`config.mk`:
```
export PLATFORM = sky130hd
export DESIGN_NAME = slc_ram
export DESIGN_NICKNAME = d
export VERILOG_FILES = /design/src/hw/rtl/slc_ram.sv
export SDC_FILE = /design/constraint.sdc
export NUM_CORES = 2
export LEC_CHECK = 0
export BUFFER_PORTS_ARGS = -buffer_cell sky130_fd_sc_hd__clkbuf_2
export CORE_ASPECT_RATIO = 1.4
export CORE_UTILIZATION = 50
export DETAILED_ROUTE_END_ITERATION = 8
export GPL_TIMING_DRIVEN = 0
export HOLD_SLACK_MARGIN = 0.15
export PLACE_DENSITY = 0.65
export SYNTH_ARGS = -nofsm -noshare
export SYNTH_HDL_FRONTEND = slang
export SYNTH_SLANG_ARGS = --single-unit
```
`constraint.sdc`:
```
create_clock -name clk -period 7.75 [get_ports clk]
set_clock_uncertainty 0.1 [all_clocks]
set_input_delay 2.325 -clock clk [delete_from_list [all_inputs] [get_ports clk]]
set_output_delay 2.325 -clock clk [all_outputs]
set_load 0.01 [all_outputs]
```
`src/hw/rtl/slc_ram.sv`:
```
// Generic single-write, single-read RAM with registered read data.
// No dependencies.
`default_nettype none
module slc_ram #(
	parameter int WIDTH = 32,
	parameter int DEPTH = 64
) (
	input  wire logic                     clk,
	input  wire logic                     we,
	input  wire logic [$clog2(DEPTH)-1:0] waddr,
	input  wire logic [WIDTH-1:0]         wdata,
	input  wire logic                     re,
	input  wire logic [$clog2(DEPTH)-1:0] raddr,
	output logic      [WIDTH-1:0]         rdata
);

	logic [WIDTH-1:0] mem [DEPTH];

	always_ff @(posedge clk) begin
		if (we) begin
			mem[waddr] <= wdata;
		end
		if (re) begin
			rdata <= mem[raddr];
		end
	end

endmodule
`default_nettype wire

```
======== Yosys cells after proc, flatten, opt, wreduce, memory -nomap -nowiden ========
Memory sizes are Yosys's and may differ from the RTL's. A register that Yosys moved wholly into a read port is not among the register bits.
Index checks and enable logic that the tools add are counted.
word-level totals
  output and inout bits ................... 32
  bits in registers ....................... 0
  bits of input ports ..................... 47
  memories kept ........................... 1
  bits in writable memories ............... 2048
  word-level logic and storage cells ...... 3
operators by class
  mux-type cells .......................... 2
memory list
  name  words  bits a word  rd ports  clocked after Yosys merged registers in  write ports  line  source
  mem   64     32           1         1                                        1            17    logic [WIDTH-1:0] mem [DEPTH];
operators with widths
  cell              number
  2-to-1 mux 1 bit  2

======== Longest topological paths before layout ========
  word-level depth ........................ 2
  depth in mapped cells ................... 10
  mapped depth without buffers ............ 5

======== Worst setup path after synthesis ========
OpenSTA, ideal clock, no wires.
  path type ............................... input -> register
  from .................................... input port waddr[3]
  to ...................................... memory mem[48][0] (enable)
  data required time ...................... 7189 ps
  setup time .............................. 461 ps
  path slack .............................. 2165 ps
  cell stages on the path ................. 4
  data arrival time ....................... 5024 ps
  path buffers ............................ 1
  cell sequence ........................... clkbuf_1 nor2b_1 nand4b_1 nor3_1
RTL lines
  item             line  source
  start, declared  10    input wire logic [$clog2(DEPTH)-1:0] waddr,
  end, declared    17
Straight into the memory's write port.

==> impl_metrics.ini <==
[logic_synthesis]
synth.distinct_cells = 33
avgSynthCellArea_um2 = 23.7
syn-num-nets = 3371
ys_ff_latch = 2080
synth_cells = 3324
netlist_area_um2 = 78800
synth_warnings = 0
yosysSeqAreaShare = 0.792

[grt]
track_usage = 0.297
grt_pass1_wl_um = 313000
grt_pass1_vias = 38266
grt_max_degree = 65
gr-total-overflow = 0
antenna_found_initial = 19

[die]
dieArea_um2 = 159000
pin_count = 79
die_h_um = 472
start_util = 0.503
rows = 172
die_width_um = 338
core-area_um2 = 157000

[power]
p_per_area_nw_per_um2 = 252
power_switching_share = 0.219
p_total_mw = 22.5
power_switching_mw = 4.94
p_seq_frac = 0.555
p_clk_frac = 0.386
p_int_mw = 17.6
comb_power_share = 0.059
irDropWorstVdd_mv = 0.171
power_leakage_nw = 27.6

[sta]
period_share = 0.779
worst_slew_pin_slew_ps = 1510
slew_headroom = -0.00506
fmax_mhz = 166
period_needed_ps = 6040
hold_violations = 0
rsz0062_at_grt = false
maxSlewViolCount = 64
setup_viol = 0

[drt]
viasPerCell = 6.59
route.detailed.drc = 0
via_count = 38985
firstDrtPassIters = 6
drt_iter0_markers = 6142
ant_nets = 0
routed_wl_um = 233000
wl_per_cell_um = 39.3

[placement]
dp.final_hpwl_um = 149000
place.gp.congestion = 0.956
post_dp_cell_area_um2 = 83700
io_buffers = 70

[cts]
insertion_delay_ps = 850
postCtsSetupBuffers = 0
cts-root-buf = clkbuf_16
cts_sinks = 2080
clk_pin_slew_worst_paths_ps = 70
post_cts_resized = 0
cts_tree = done
hold_buffers = 0
cts_made_buffers = 184
htree_levels = 4
ctsLongestPathBuffers = 3

[cells_and_area]
area_delta_synth_final_pct = 13.6
post-route-util = 0.571
fin_nets = 3712
drive_gt1_frac = 0.285
final_area_um2 = 89500

[hold_path]
worstHoldPathType = flip-flop to flip-flop

[critical_path]
crit_type = input pin to flip-flop
worstSetupEndpointType = flip-flop
path_max_fanout = 10
startpoint_type = input pin
arrival_ps = 6490
required_ps = 8200

[run_status]
status = complete, but fails checks
violations = capacitance limit, slew limit

[job]
drv_cap = 1
[critical path, cell delays in order]
cell      delay [ps]
buf_2            310
buf_2            380
buf_2            430
buf_1            890
nand3b_1         660
o221ai_1         380
a21oi_1          210
a21oi_1          700
nor2_1           180
[synth_stat cells (all sizes together)]
cell / n / area share
nand3: 5 / 0.00032
clkbuf: 74 / 0.0035
and3: 4 / 0.00032
or3: 3 / 0.00024
o32ai: 4 / 0.00044
a31oi: 1 / 0.000079
edfxtp: 2080 / 0.79
a22oi: 12 / 0.0011
nand2: 26 / 0.0012
nand3b: 5 / 0.00048
a311oi: 8 / 0.00089
o22ai: 84 / 0.0067
nand4b: 1 / 0.00011
nor2b: 15 / 0.0012
nor2: 137 / 0.0065
nand2b: 8 / 0.00063
or2: 3 / 0.00024
nor3: 7 / 0.00044
buf: 108 / 0.0077
and2: 2 / 0.00016
mux2i: 93 / 0.012
a21oi: 62 / 0.0039
mux4: 544 / 0.16
nand4: 2 / 0.00016
or3b: 5 / 0.00056
o221ai: 27 / 0.0030
a41o: 4 / 0.00051
[metal layers]
metal	global-route usage	wire length [um]	vias to the layer above
li1	-	-	14992
met1	0.372	80000	20929
met2	0.480	114000	2497
met3	0.0648	22700	559
met4	0.167	15700	8
met5	0	51	-
[flip-flops by register name (all words and copies together) (netlist names)]
name,cells
mem,2048
rdata,32
[cell families (layout without fill, tap and decap cells)]
family                 Yosys count  after routing  share of synthesized area
AO/OA/AOI/OAI                  202            202                     0.0167
buffers and inverters          182            669                     0.0112
flip-flops                    2080           2080                      0.792
multiplexers                   637            637                      0.167
other                            0             14                          0
AND/OR/NAND/NOR                223            223                     0.0126
[stage by stage]
stage	setup slack (ps)	setup TNS, ps	cells	hold WS (ps)
floorplan	2170	0	3324	650
global placement	-1570	-96870	5482	989
detailed placement	1080	0	5557	960
CTS	1960	0	5889	979
global route	1850	0	5900	1020
finish	1710	0	5913	1050
[power groups by stage]
stage | sequential, mW | combinational [mW] | clock, mW
2_1_floorplan | 12.7 | 0.606 | 0
3_3_place_gp | 12.8 | 1.26 | 0
3_5_place_dp | 12.7 | 1.30 | 0
4_1_cts | 12.5 | 1.30 | 8.74
5_1_grt | 12.5 | 1.36 | 9.12
6_report | 12.5 | 1.34 | 8.70
[cells in the final DEF (no fill, tap or decap), types with 15 or more instances in the layout]
cell / netlist / layout
nand2_1: 26 / 26
mux2i_1: 93 / 93
buf_4: 25 / 27
buf_12: 0 / 71
buf_6: 5 / 15
clkinv_1: 0 / 47
a21oi_1: 62 / 62
nor2b_1: 15 / 15
nor2_1: 137 / 75
clkinv_2: 0 / 23
buf_1: 21 / 20
clkbuf_16: 0 / 192
clkbuf_2: 0 / 50
nor2_4: 0 / 62
clkbuf_1: 74 / 127
buf_2: 57 / 68
edfxtp_1: 2080 / 2080
mux4_2: 544 / 544
o221ai_1: 27 / 27
o22ai_1: 84 / 84
[final timing paths]
kind	to	slack [ps]	startpoint	depth (start not counted)
worst max-delay path	rdata[13]	1710	raddr[1]	9
worst min-delay path	rdata[17]	1050	mem[29][17]	4
worst max register to register	rdata[11]	4800	mem[27][11]	4
worst min register to register	rdata[17]	1050	mem[29][17]	4
[final cells by class]
type / instances / area (um^2)
clock buffers: 245 / 5000
multi-input cells: 1062 / 16000
fillers: 11370 / 67100
plain buffers: 182 / 887
flip-flops and latches: 2080 / 62500
diodes: 14 / 35.0
well taps: 2088 / 2610
repair buffers: 155 / 2000
clock inverters: 87 / 562
Power figures use the tool's default switching activity.
